[src/rtl/mbar_pkg.sv]
package mbar_pkg;

  localparam int DEF_MAX_BUFFERS = 8;
  localparam int DEF_MAX_WORDS   = 256;
  localparam int AVAIL_W         = 12;
  localparam int CFG_AW          = 5;

  localparam logic [1:0] REQ_USER   = 2'd0;
  localparam logic [1:0] REQ_DMA    = 2'd1;
  localparam logic [1:0] REQ_STATUS = 2'd2;

  localparam logic [2:0] REG_ENABLED   = 3'd0;
  localparam logic [2:0] REG_IS_OUTPUT = 3'd1;
  localparam logic [2:0] REG_SILENCE   = 3'd2;
  localparam logic [2:0] REG_BCOUNT    = 3'd3;
  localparam logic [2:0] REG_WPB       = 3'd4;

  typedef struct packed {
    logic [1:0]  req_type;
    logic [31:0] data_in;
  } in_item_t;

  typedef struct packed {
    logic               accepted;
    logic [31:0]        data_out;
    logic [AVAIL_W-1:0] available;
    logic               flow_error;
    logic               buffer_done;
  } out_item_t;

  typedef struct packed {
    logic        enabled;
    logic        is_output;
    logic [31:0] silence_sample;
    logic [3:0]  buffer_count;
    logic [8:0]  words_per_buffer;
  } cfg_t;

  typedef struct packed {
    logic capture;
    logic execute;
    logic fill_step;
  } ctrl_cmd_t;

  typedef struct packed {
    logic refill_pending;
    logic fill_last;
  } ctrl_sts_t;

endpackage

[src/rtl/mbar_ctrl.sv]
module mbar_ctrl (
  input  logic               clk,
  input  logic               rst_n,
  input  logic               start,
  input  logic               restart_fill,
  input  mbar_pkg::ctrl_sts_t sts,
  output logic               busy,
  output logic               out_valid,
  output mbar_pkg::ctrl_cmd_t cmd
);
  import mbar_pkg::*;

  typedef enum logic [1:0] {S_FILL, S_IDLE, S_ACCESS, S_RESP} state_t;

  state_t state_r;

  always_ff @(posedge clk) begin
    if (!rst_n) begin
      state_r <= S_FILL;
    end else if (restart_fill) begin
      state_r <= S_FILL;
    end else begin
      case (state_r)
        S_FILL: begin
          if (sts.fill_last) state_r <= S_IDLE;
        end
        S_IDLE: begin
          if (start) state_r <= S_ACCESS;
        end
        S_ACCESS: begin
          state_r <= S_RESP;
        end
        S_RESP: begin
          state_r <= sts.refill_pending ? S_FILL : S_IDLE;
        end
        default: begin
          state_r <= S_IDLE;
        end
      endcase
    end
  end

  assign busy          = (state_r != S_IDLE);
  assign out_valid     = (state_r == S_RESP);
  assign cmd.capture   = (state_r == S_IDLE) && start;
  assign cmd.execute   = (state_r == S_ACCESS);
  assign cmd.fill_step = (state_r == S_FILL);

endmodule

[config.mk]
export PLATFORM = sky130hd
export DESIGN_NAME = mbar_ctrl
export DESIGN_NICKNAME = d
export VERILOG_FILES = /design/src/rtl/mbar_pkg.sv /design/src/rtl/mbar_ctrl.sv
export SDC_FILE = /design/constraint.sdc
export NUM_CORES = 1
export LEC_CHECK = 0
export BUFFER_PORTS_ARGS = -buffer_cell sky130_fd_sc_hd__buf_4
export CORE_AREA = 2 2 39 41
export CTS_CLUSTER_DIAMETER = 50
export CTS_CLUSTER_SIZE = 16
export DETAILED_ROUTE_END_ITERATION = 7
export DIE_AREA = 0 0 41 43
export HOLD_SLACK_MARGIN = 0.05
export SLEW_MARGIN = 30
export SYNTH_ARGS = -nofsm -noshare
export SYNTH_HDL_FRONTEND = slang
export SYNTH_SLANG_ARGS = --single-unit
[constraint.sdc]
create_clock -name clk -period 1.81 [get_ports clk]
set_input_delay 0.181 -clock clk [delete_from_list [all_inputs] [get_ports clk]]
set_output_delay 0.181 -clock clk [all_outputs]
set_load 0.02 [all_outputs]
==> Implementation_results.wiki, run 1 <==
{| class="wikitable"
! Metric !! Value
|-
| Number of primary I/O pins || 11
|-
| Number of port buffers || 10
|-
| Registers with the highest flip-flop counts || state_r (2)
|-
| Post-cts hold buffer count || 0
|-
| Via count normalized by instance count || 3.48
|-
| Resized Gates After CTS || 0
|-
| Worst-margin pin slew || 0.262 ns
|-
| Die Height || 43 um
|-
| DP Wirelength || 327 um
|-
| Final wirelength || 424 um
|-
| Sequential cell area in the final layout || 40.0 um^2
|-
| CP Capture Type || output port
|-
| Setup Fix Bufs, Post-CTS || 0
|-
| WP buf/inv || 2
|-
| Cell type of the slowest stage on the worst timing path || sky130_fd_sc_hd__dfxtp_1
|-
| Worst Setup Slack, final || 0.400 ns
|-
| Number of global-route vias before repair || 145
|-
| Avg Cell Area, Syn || 9.29 um^2
|-
| Relative slew margins || 82.5%
|-
| Synthesized net count || 31
|-
| Final RePlAce weighted congestion || 0.746
|-
| Static Leak || 0.000142 uW
|-
| Clk slew on worst S/H paths || 0.03 ns
|-
| Final std cell area, no fill || 313 um^2
|-
| Shortest clock period the worst path allows after layout || 1.41 ns
|-
| Worst IR Drop VDD || 272 uV
|-
| First-iteration detailed-routing DRC count || 1
|-
| Remaining DRCs || 0
|-
| Areal power density over the cells || 630 nW/um^2
|-
| Unrepaired setup endpoints after global routing || false
|-
| Top register by number of flip-flops || state_r
|-
| Gr usage total || 6.31%
|-
| Sink count of the clock tree || 2
|-
| Count of unique library cells instantiated by Yosys || 13
|-
| Setup violation total in the final timing report || 0
|-
| TritonCTS clock tree || built
|-
| Share of synthesized area occupied by flip-flops and latches || 20.5%
|-
| Count of fill cells added during filler insertion || 154
|-
| Yosys warns || 0
|-
| Final #Nets || 46
|-
| Critical path class || flop to output port
|-
| Achievable Freq || 709 MHz
|-
| First-pass DRT Iterations || 2
|-
| Total via count in the routed design || 174
|-
| Total Negative Setup Slacks || 0 ns
|-
| Count of H-tree levels built during CTS || 1
|-
| Cell count after synthesis || 21
|-
| FF-to-FF setup slack || 0.51 ns
|-
| Placeable core area || 1380 um^2
|-
| Syn-to-layout area delta || 60.3%
|-
| Worst setup timing slack at the placement stage || 0.494 ns
|-
| Final Hold Viols || 0
|-
| GRT Residual Overflow || 0
|-
| Portion of the clock cycle consumed by the worst path in the final layout || 77.9%
|-
| Main combinational cell family by area after synthesis || adder cells
|-
| Number of max-slew violations in the final report || 0
|-
| Largest driver fanout on the critical path || 5
|-
| Critical path startpoint category || flop
|-
| Post-synthesis share of cell area spent on full adders, half adders and majority gates || 25.6%
|-
| Crit path max-delay family || flip-flops
|-
| Global-route wire length before repair || 600 um
|-
| Largest stage delay, worst path || 0.39 ns
|-
| Worst hold path class || input port to flop
|-
| Placement row count || 14
|-
| Area of the multi-input gates || 140 um^2
|-
| Fraction of synthesized area in multiplexers || 0%
|-
| Average wire per cell in the routed design || 8.48 um
|-
| Maximum number of pins on one net before global-route repair || 6
|-
| Clock Path Buffers || 2
|-
| Post-synthesis cell area || 195 um^2
|-
| Cell-by-cell trace of the critical path || inv_1, ha_1, and2_2, buf_4
|-
| Fraction of final layout cells with drive strength greater than 1 || 47.1%
|-
| Data arrival time of the worst path || 1.23 ns
|-
| Fraction of the mapped netlist area in compound gates || 21.2%
|-
| Result of the run || completed
|-
| Clk root buf || sky130_fd_sc_hd__clkbuf_4
|-
| Number of inserted diodes || 0
|-
| DRT antenna net count || 0
|-
| Xor/xnor cell area share of the yosys netlist || 0%
|-
| Die width || 41 um
|-
| Worst-skew pair later-pin latency || 0.23 ns
|-
| Die Area || 1760 um^2
|-
| Clock buffer count from CTS || 3
|-
| Initial cell density of the core || 14.1%
|-
| Data required time at the worst endpoint || 1.63 ns
|-
| Initial antenna violation count || 0
|-
| Setup clock skew after layout || 0.00354 ns
|-
| Post-synthesis register bit count || 2
|-
| Instance area at placement || 290 um^2
|-
| Number of flip-flops under the largest register name || 2
|-
| Fraction of the mapped netlist area in simple logic gates || 25.0%
|-
| Number of max-cap violations || 0
|}
## cell families (layout without fill, tap and decap cells)
kind of cell | count (synthesis) | in the layout
buffers and inverters | 4 | 17
flip-flops | 2 | 2
AND/OR/NAND/NOR | 6 | 6
adder cells (fa/ha/maj) | 4 | 4
AO/OA/AOI/OAI | 5 | 5
## cells in the mapped netlist
cell	instances	area share (%)
sky130_fd_sc_hd__a2111oi_2	1	7.7
sky130_fd_sc_hd__and2b_1	1	3.8
sky130_fd_sc_hd__a21oi_1	1	2.6
sky130_fd_sc_hd__nand2b_1	2	6.4
sky130_fd_sc_hd__dfxtp_1	2	21
sky130_fd_sc_hd__nand3b_1	1	3.8
sky130_fd_sc_hd__a211oi_1	1	3.8
sky130_fd_sc_hd__and2_2	1	3.8
sky130_fd_sc_hd__o221ai_1	1	4.5
sky130_fd_sc_hd__inv_1	4	7.7
sky130_fd_sc_hd__ha_1	4	26
sky130_fd_sc_hd__nor2b_4	1	7.0
sky130_fd_sc_hd__o21ai_0	1	2.6
## per-layer routing
metal	track usage, %	vias up	share of wire, %
li1	-	97	-
met1	7.35	64	49
met2	5.00	13	30
met3	9.42	0	21
met4	4.00	0	0
met5	0	-	0
## through the flow
step	utilization (%)	power, uW	hold slack [ns]	std cells
after floorplan	-	77.0	0.335	21
after global placement	21.0	96.8	0.478	47
after detailed placement	21.0	97.3	0.483	47
after CTS	22.6	207	0.239	50
after global routing	22.6	217	0.266	50
final	22.6	197	0.249	50
## worst reg2reg max path, cell delays in order, from the launching register on
cell and delay (ns):
sky130_fd_sc_hd__dfxtp_1 0.39, sky130_fd_sc_hd__inv_1 0.09, sky130_fd_sc_hd__ha_1 0.21, sky130_fd_sc_hd__nor2b_4 0.14
sky130_fd_sc_hd__a2111oi_2 0.27, sky130_fd_sc_hd__a211oi_1 0.08
## area by class of cell
type                            count  area share, %
Clock buffer                        3           7.20
Timing Repair Buffer               10           24.0
Multi-Input combinational cell     15           44.8
Inverter                            4           4.80
Sequential cell                     2           12.8
Tap cell                           16           6.40
## path summary, 6_finish.rpt
path,from,to,depth (start not counted)
min,restart_fill,state_r[0],3
min reg2reg,state_r[1],state_r[1],2
max reg2reg,state_r[1],state_r[0],5
max,state_r[1],cmd[2],4
## where the power goes
| group | switching [uW] | total, uW | internal, uW |
|---|---|---|---|
| Combinational | 23.0 | 47.4 | 24.4 |
| Clock | 27.8 | 101 | 73.4 |
| Sequential | 1.95 | 48.5 | 46.6 |
## cell usage in the layout, fill, tap and decap left out, types with 2 or more instances in the layout
cell	synthesis	layout
sky130_fd_sc_hd__buf_4	0	10
sky130_fd_sc_hd__inv_1	4	4
sky130_fd_sc_hd__ha_1	4	4
sky130_fd_sc_hd__clkbuf_4	0	3
sky130_fd_sc_hd__nand2b_1	2	2
sky130_fd_sc_hd__dfxtp_1	2	2
Power figures use the tool's default switching activity.
==> inputs of run 2 (changes only) <==
- clock period: 1.81 -> 1.25 ns (I/O delays scaled with it)
==> Implementation_results.wiki, run 2 (synthesized netlist as in run 1, its figures left out) <==
{| class="wikitable"
! Metric !! Value
|-
| Final Hold Viols || 0 (unchanged)
|-
| Number of inserted diodes || 0 (unchanged)
|-
| Average wire per cell in the routed design || 7.69 um (-9.3%)
|-
| DP Wirelength || 351 um (+7.4%)
|-
| Setup clock skew after layout || 0.00142 ns (-0.00212 ns)
|-
| Instance area at placement || 308 um^2 (+6.0%)
|-
| Reg-to-reg startpoint || state_r[1]
|-
| Die Height || 43 um (unchanged)
|-
| Clock buffer count from CTS || 3 (unchanged)
|-
| Largest driver fanout on the critical path || 3 (-2)
|-
| Worst hold start || restart_fill
|-
| Number of flip-flops under the largest register name || 2 (unchanged)
|-
| Final #Nets || 48 (+4.3%)
|-
| Clk root buf || sky130_fd_sc_hd__clkbuf_4
|-
| Die Area || 1760 um^2 (unchanged)
|-
| Unrepaired setup endpoints after global routing || false
|-
| Setup violation total in the final timing report || 0 (unchanged)
|-
| Data arrival time of the worst path || 1.07 ns (-0.16 ns)
|-
| Worst hold path class || input port to flop
|-
| Most frequent cells in the layout || sky130_fd_sc_hd__buf_4, sky130_fd_sc_hd__inv_1, sky130_fd_sc_hd__clkbuf_4
|-
| Static Leak || 0.000152 uW (+6.5%)
|-
| Syn-to-layout area delta || 73.7%
|-
| CP Capture Type || output port
|-
| Gr usage total || 5.51% (-0.80 points)
|-
| GRT Residual Overflow || 0 (unchanged)
|-
| Data required time at the worst endpoint || 1.12 ns (-0.51 ns)
|-
| First-pass DRT Iterations || 4 (+2)
|-
| Number of global-route vias before repair || 179 (+23%)
|-
| Achievable Freq || 835 MHz
|-
| Hold Path End || state_r[0]
|-
| Registers with the highest flip-flop counts || state_r (2)
|-
| Fraction of final layout cells with drive strength greater than 1 || 61.1% (+14 points)
|-
| Portion of the clock cycle consumed by the worst path in the final layout || 95.8%
|-
| Initial antenna violation count || 0 (unchanged)
|-
| Result of the run || completed
|-
| Clk slew on worst S/H paths || 0.03 ns (about the same)
|-
| Number of port buffers || 10 (unchanged)
|-
| Total Negative Setup Slacks || 0 ns (unchanged)
|-
| Placeable core area || 1380 um^2 (unchanged)
|-
| Post-layout util || 24.5% (+1.9 points)
|-
| Count of H-tree levels built during CTS || 1 (unchanged)
|-
| Initial cell density of the core || 14.1% (unchanged)
|-
| Worst Hold Depth || 3 (unchanged)
|-
| Sink count of the clock tree || 2 (unchanged)
|-
| Total via count in the routed design || 192 (+10%)
|-
| Worst-margin pin slew || 0.281 ns (+0.0188 ns)
|-
| Via count normalized by instance count || 3.69 (+6.1%)
|-
| Number of max-slew violations in the final report || 0 (unchanged)
|-
| Critical path startpoint category || flop
|-
| Maximum number of pins on one net before global-route repair || 6 (unchanged)
|-
| FF-to-FF setup slack || 0.08 ns (-0.43 ns)
|-
| Logic depth of the worst register-to-register path || 4 (-1)
|-
| Relative slew margins || 81.2% (-1.3 points)
|-
| Number of primary I/O pins || 11 (unchanged)
|-
| Reg-to-reg endpoint || state_r[0]
|-
| TritonCTS clock tree || built
|-
| First-iteration detailed-routing DRC count || 2 (+1)
|-
| Final wirelength || 400 um (-5.7%)
|-
| Final std cell area, no fill || 339 um^2 (+8.4%)
|-
| Placement row count || 14 (unchanged)
|-
| Most common library cell in the layout ignoring fill and taps || sky130_fd_sc_hd__buf_4
|-
| Number of max-cap violations || 0 (unchanged)
|-
| Post-cts hold buffer count || 0 (unchanged)
|-
| Critical path class || flop to output port
|-
| Areal power density over the cells || 840 nW/um^2 (+33%)
|-
| Clock Path Buffers || 2 (unchanged)
|-
| Final RePlAce weighted congestion || 0.677 (-9.2%)
|-
| Worst IR Drop VDD || 319 uV (+17%)
|-
| DRT antenna net count || 0 (unchanged)
|-
| Shortest clock period the worst path allows after layout || 1.20 ns
|-
| Minimum hold slack || 0.179 ns (-0.0696 ns)
|-
| Die width || 41 um (unchanged)
|-
| Global-route wire length before repair || 662 um (+10%)
|-
| Worst-skew pair later-pin latency || 0.22 ns (about the same)
|-
| Remaining DRCs || 0 (unchanged)
|-
| Count of fill cells added during filler insertion || 152 (-1.3%)
|-
| Top register by number of flip-flops || state_r
|}
-- run 2: cell types whose count changed in the layout (fill, tap and decap cells not counted), sizes merged --
cell  delta
buf      +2
-- run 2: cell type report --
type / instances / area [um^2] / share of cell area, %
multi-input combinational: 15 / 145 / 42.8
clock buffer: 3 / 22.5 / 6.64
timing repair buffer: 12 / 93.8 / 27.7
inverter: 4 / 15.0 / 4.43
tap: 16 / 20.0 / 5.90
sequential: 2 / 42.5 / 12.5
-- run 2: repair_timing --
| action | CTS | global route |
|---|---|---|
| resized for setup | 2 | 2 |
| buffers inserted | 0 | 0 |
| endpoints found under the setup margin | 2 | 3 |
| endpoints found under the hold margin | 0 | 0 |
-- run 2: worst max-delay path by stage --
stage                             to  depth (start not counted)       start  slack [ns]
after detailed placement  state_r[0]                          5  state_r[1]        0.02
after global routing      state_r[0]                          4  state_r[1]       0.002
final                         cmd[1]                          4  state_r[0]        0.05
after global placement    state_r[0]                          4  state_r[0]        0.04
after CTS                     cmd[2]                          4  state_r[1]        0.02
after floorplan           state_r[0]                          5  state_r[1]        0.05
-- run 2: per-layer routing --
layer,share of wire [%],track usage (%)
met1,47,7.67
met2,43,6.88
met3,10,3.14
met4,0,2.00
met5,0,0
-- run 2: worst max-delay path, stage by stage (launching register included) --
cell	delay [ns]
sky130_fd_sc_hd__dfxtp_2	0.33
sky130_fd_sc_hd__inv_1	0.06
sky130_fd_sc_hd__buf_4	0.14
sky130_fd_sc_hd__ha_1	0.20
sky130_fd_sc_hd__buf_6	0.13
-- run 2: power breakdown --
| group | switching (uW) | internal (uW) | leakage [uW] |
|---|---|---|---|
| clock | 33.7 | 106 | 0.0000138 |
| sequential | 2.27 | 68.1 | 0.0000172 |
| combinational | 34.8 | 40.4 | 0.000121 |
-- run 2: metrics by stage --
step	power, uW	worst slack, ns	std cells
final	285	0.0529	52
after global routing	311	0.00248	52
after CTS	295	0.0249	52
after detailed placement	146	0.0209	49
after global placement	146	0.0448	49
after floorplan	113	0.0464	21
==> inputs of run 3 (changes only) <==
- ABC_AREA: default -> 1
==> Implementation_results.wiki, run 3 <==
{| class="wikitable"
! Metric !! Value
|-
| Portion of the clock cycle consumed by the worst path in the final layout || 93.9% (-1.9 points)
|-
| Result of the run || completed
|-
| Top Usage Layer GRT || met2
|-
| Gr usage total || 5.51% (-0.0055 points)
|-
| Worst setup timing slack at the placement stage || 0.120 ns (+0.0987 ns)
|-
| Count of H-tree levels built during CTS || 1 (unchanged)
|-
| Area of the multi-input gates || 119 um^2 (-18%)
|-
| Critical path startpoint category || flop
|-
| Share of total power in sequential cells || 25.2% (+0.5 points)
|-
| Setup clock skew after layout || 0.000752 ns (-0.000669 ns)
|-
| Final wirelength || 369 um (-7.8%)
|-
| Syn-to-layout area delta || 64.3%
|-
| Final Hold Viols || 0 (unchanged)
|-
| Cell-internal power || 205 uW (-4.3%)
|-
| Top cell type's share of synthesized area || 25.5% (-0.16 points)
|-
| Worst hold path class || input port to flop
|-
| Yosys warns || 0 (unchanged)
|-
| Count of fill cells added during filler insertion || 165 (+8.6%)
|-
| Combinational cell fraction of total power || 23.4% (-3.0 points)
|-
| Avg Cell Area, Syn || 6.34 um^2 (-32%)
|-
| Total via count in the routed design || 213 (+11%)
|-
| Sink count of the clock tree || 2 (unchanged)
|-
| Die width || 41 um (unchanged)
|-
| Post-layout util || 23.3% (-1.2 points)
|-
| Number of inserted diodes || 0 (unchanged)
|-
| Post-synthesis register bit count || 2 (unchanged)
|-
| Worst IR Drop VDD || 247 uV (-22%)
|-
| Proportion of synthesized flip-flops having asynchronous set or reset || 0% (unchanged)
|-
| Clock network fraction of design power || 51.4% (+2.5 points)
|-
| Total Negative Setup Slacks || 0 ns (unchanged)
|-
| Final non-filler cell total || 61 (+17%)
|-
| Final #Nets || 57 (+19%)
|-
| Worst-margin pin slew || 0.117 ns (-0.164 ns)
|-
| Top register by number of flip-flops || state_r
|-
| Placement row count || 14 (unchanged)
|-
| EDFF count, synth || 0 (unchanged)
|-
| Data required time at the worst endpoint || 1.12 ns (about the same)
|-
| Remaining DRCs || 0 (unchanged)
|-
| Fraction of final layout cells with drive strength greater than 1 || 37.8% (-23 points)
|-
| Instance count after placement with tap cells included || 58 (+18%)
|-
| Worst-skew pair later-pin latency || 0.22 ns (about the same)
|-
| Clock Path Buffers || 2 (unchanged)
|-
| TritonCTS clock tree || built
|-
| Top cells by instance count after synthesis || sky130_fd_sc_hd__inv_1, sky130_fd_sc_hd__nand2_1, sky130_fd_sc_hd__ha_1, sky130_fd_sc_hd__nand3_1, sky130_fd_sc_hd__dfxtp_1
|-
| Minimum hold slack || 0.155 ns (-0.0245 ns)
|-
| Most used standard cell by instance count after synthesis || sky130_fd_sc_hd__inv_1
|-
| Achievable Freq || 852 MHz (+2.0%)
|-
| Cell taking the most area after synthesis || sky130_fd_sc_hd__ha_1
|-
| GRT Residual Overflow || 0 (unchanged)
|-
| Relative slew margins || 92.2% (+11 points)
|-
| Shortest clock period the worst path allows after layout || 1.17 ns (-0.0238 ns)
|-
| Number of max-slew violations in the final report || 0 (unchanged)
|-
| Registers with the highest flip-flop counts || state_r (2)
|-
| Final RePlAce weighted congestion || 0.580 (-14%)
|-
| Unrepaired setup endpoints after global routing || false
|-
| First-pass DRT Iterations || 1 (-3)
|-
| Initial antenna violation count || 0 (unchanged)
|-
| Met3 Track Usage GR || 3.14% (unchanged)
|-
| Most frequent cells in the layout || sky130_fd_sc_hd__buf_4, sky130_fd_sc_hd__inv_1, sky130_fd_sc_hd__nand2_1
|-
| Global-route wire length before repair || 593 um (-10%)
|-
| Fraction of power spent switching nets || 26.4% (+1.5 points)
|-
| Most common library cell in the layout ignoring fill and taps || sky130_fd_sc_hd__buf_4
|-
| Static Leak || 0.000187 uW (+24%)
|-
| Number of port buffers || 10 (unchanged)
|-
| Number of flip-flops under the largest register name || 2 (unchanged)
|-
| Number of primary I/O pins || 11 (unchanged)
|-
| Count of unique library cells instantiated by Yosys || 9 (-4)
|-
| FF-to-FF setup slack || 0.17 ns (+0.09 ns)
|-
| Die Area || 1760 um^2 (unchanged)
|-
| Areal power density over the cells || 862 nW/um^2 (+2.6%)
|-
| M2 GR Usage || 7.50% (+0.62 points)
|-
| Clk root buf || sky130_fd_sc_hd__clkbuf_4
|-
| DP Wirelength || 317 um (-9.6%)
|-
| Sequential cell area in the final layout || 41.3 um^2 (-2.9%)
|-
| Clk slew on worst S/H paths || 0.03 ns (about the same)
|-
| Die Height || 43 um (unchanged)
|-
| Average wire per cell in the routed design || 6.05 um (-21%)
|-
| Share of synthesized area occupied by flip-flops and latches || 20.4% (-0.13 points)
|-
| Critical path class || flop to output port
|-
| Clock buffer count from CTS || 3 (unchanged)
|-
| CP Capture Type || output port
|-
| Cell count after synthesis || 31 (+48%)
|-
| Via count normalized by instance count || 3.49 (-5.4%)
|-
| Maximum number of pins on one net before global-route repair || 5 (-1)
|-
| Number of max-cap violations || 0 (unchanged)
|-
| Synthesized net count || 41 (+32%)
|-
| DRT antenna net count || 0 (unchanged)
|-
| Data arrival time of the worst path || 1.05 ns (-0.02 ns)
|-
| First-iteration detailed-routing DRC count || 0 (-2)
|-
| Setup violation total in the final timing report || 0 (unchanged)
|-
| Met1 layer usage reported by global route || 5.10% (-2.6 points)
|-
| Largest driver fanout on the critical path || 3 (unchanged)
|-
| Worst Setup Slack, final || 0.0767 ns (+0.0238 ns)
|-
| Post-cts hold buffer count || 0 (unchanged)
|-
| Power dissipated by switching net loads || 73.5 uW (+3.8%)
|-
| Placeable core area || 1380 um^2 (unchanged)
|-
| Most area-consuming cells after synthesis || sky130_fd_sc_hd__ha_1, sky130_fd_sc_hd__dfxtp_1, sky130_fd_sc_hd__inv_1
|-
| Initial cell density of the core || 14.2% (+0.090 points)
|-
| Dominant synthesized flop cell || sky130_fd_sc_hd__dfxtp_1
|-
| Post-synthesis cell area || 196 um^2 (+0.64%)
|-
| Number of global-route vias before repair || 178 (-0.56%)
|}
[run 3: cell types whose count changed after synthesis, sizes merged, moves of 2 or more]
cell | previous run | this run
nand2 | 0 | 9
nand3 | 0 | 3
nand2b | 2 | 0
inv | 4 | 10
[run 3: through the flow]
stage / total power (uW) / area, um^2
3_5_place_dp: 136 / 299
6_report: 278 / 323
2_1_floorplan: 110 / 196
5_1_grt: 297 / 323
4_1_cts: 285 / 322
3_3_place_gp: 136 / 299
[run 3: routing by layer]
layer  vias to the layer above  part of all wire, %
li1                        119                    -
met1                        82                   37
met2                        10                   43
met3                         2                   15
met4                         0                  4.1
met5                         -                    0
[run 3: kinds of logic after synthesis]
group                      after synthesis  share of synthesized area, %
and+or+nand+nor                         13                          28.0
adders and majority gates                4                          25.5
buffers and inverters                   10                          19.1
DFF                                      2                          20.4
AOI/OAI and AO/OA                        2                          7.00
[run 3: worst paths after layout]
kind / start / to / cells past startpoint
worst min register to register: state_r[0] / state_r[0] / 2
worst max register to register: state_r[0] / state_r[0] / 5
worst min-delay path: restart_fill / state_r[0] / 4
worst max-delay path: state_r[1] / cmd[2] / 5
[run 3: what timing repair did]
item	4_1_cts	5_1_grt
resized for setup	0	1
endpoints found under the setup margin	0	1
buffers inserted	0	0
[run 3: area by class of cell]
| class | instances | share of cell area (%) |
|---|---|---|
| inverters | 10 | 11.6 |
| flip-flops and latches | 2 | 12.8 |
| clock buffers | 3 | 6.98 |
| well taps | 16 | 6.20 |
| repair buffers | 11 | 25.6 |
| multi-input cells | 19 | 36.8 |
[run 3: critical path, cell delays in order (launching register included)]
cell and delay, ns:
sky130_fd_sc_hd__dfxtp_1 0.31, sky130_fd_sc_hd__inv_1 0.06, sky130_fd_sc_hd__ha_1 0.21, sky130_fd_sc_hd__nand2_1 0.06
sky130_fd_sc_hd__inv_1 0.03, sky130_fd_sc_hd__buf_4 0.14
[run 3: power groups by stage]
stage / sequential, uW / clock, uW / combinational (uW)
after global placement: 70.5 / 0 / 65.4
final: 70.2 / 143 / 65.2
after detailed placement: 70.5 / 0 / 65.9
after CTS: 69.8 / 150 / 66.0
after global routing: 70.4 / 152 / 74.3
after floorplan: 70.3 / 0 / 39.6
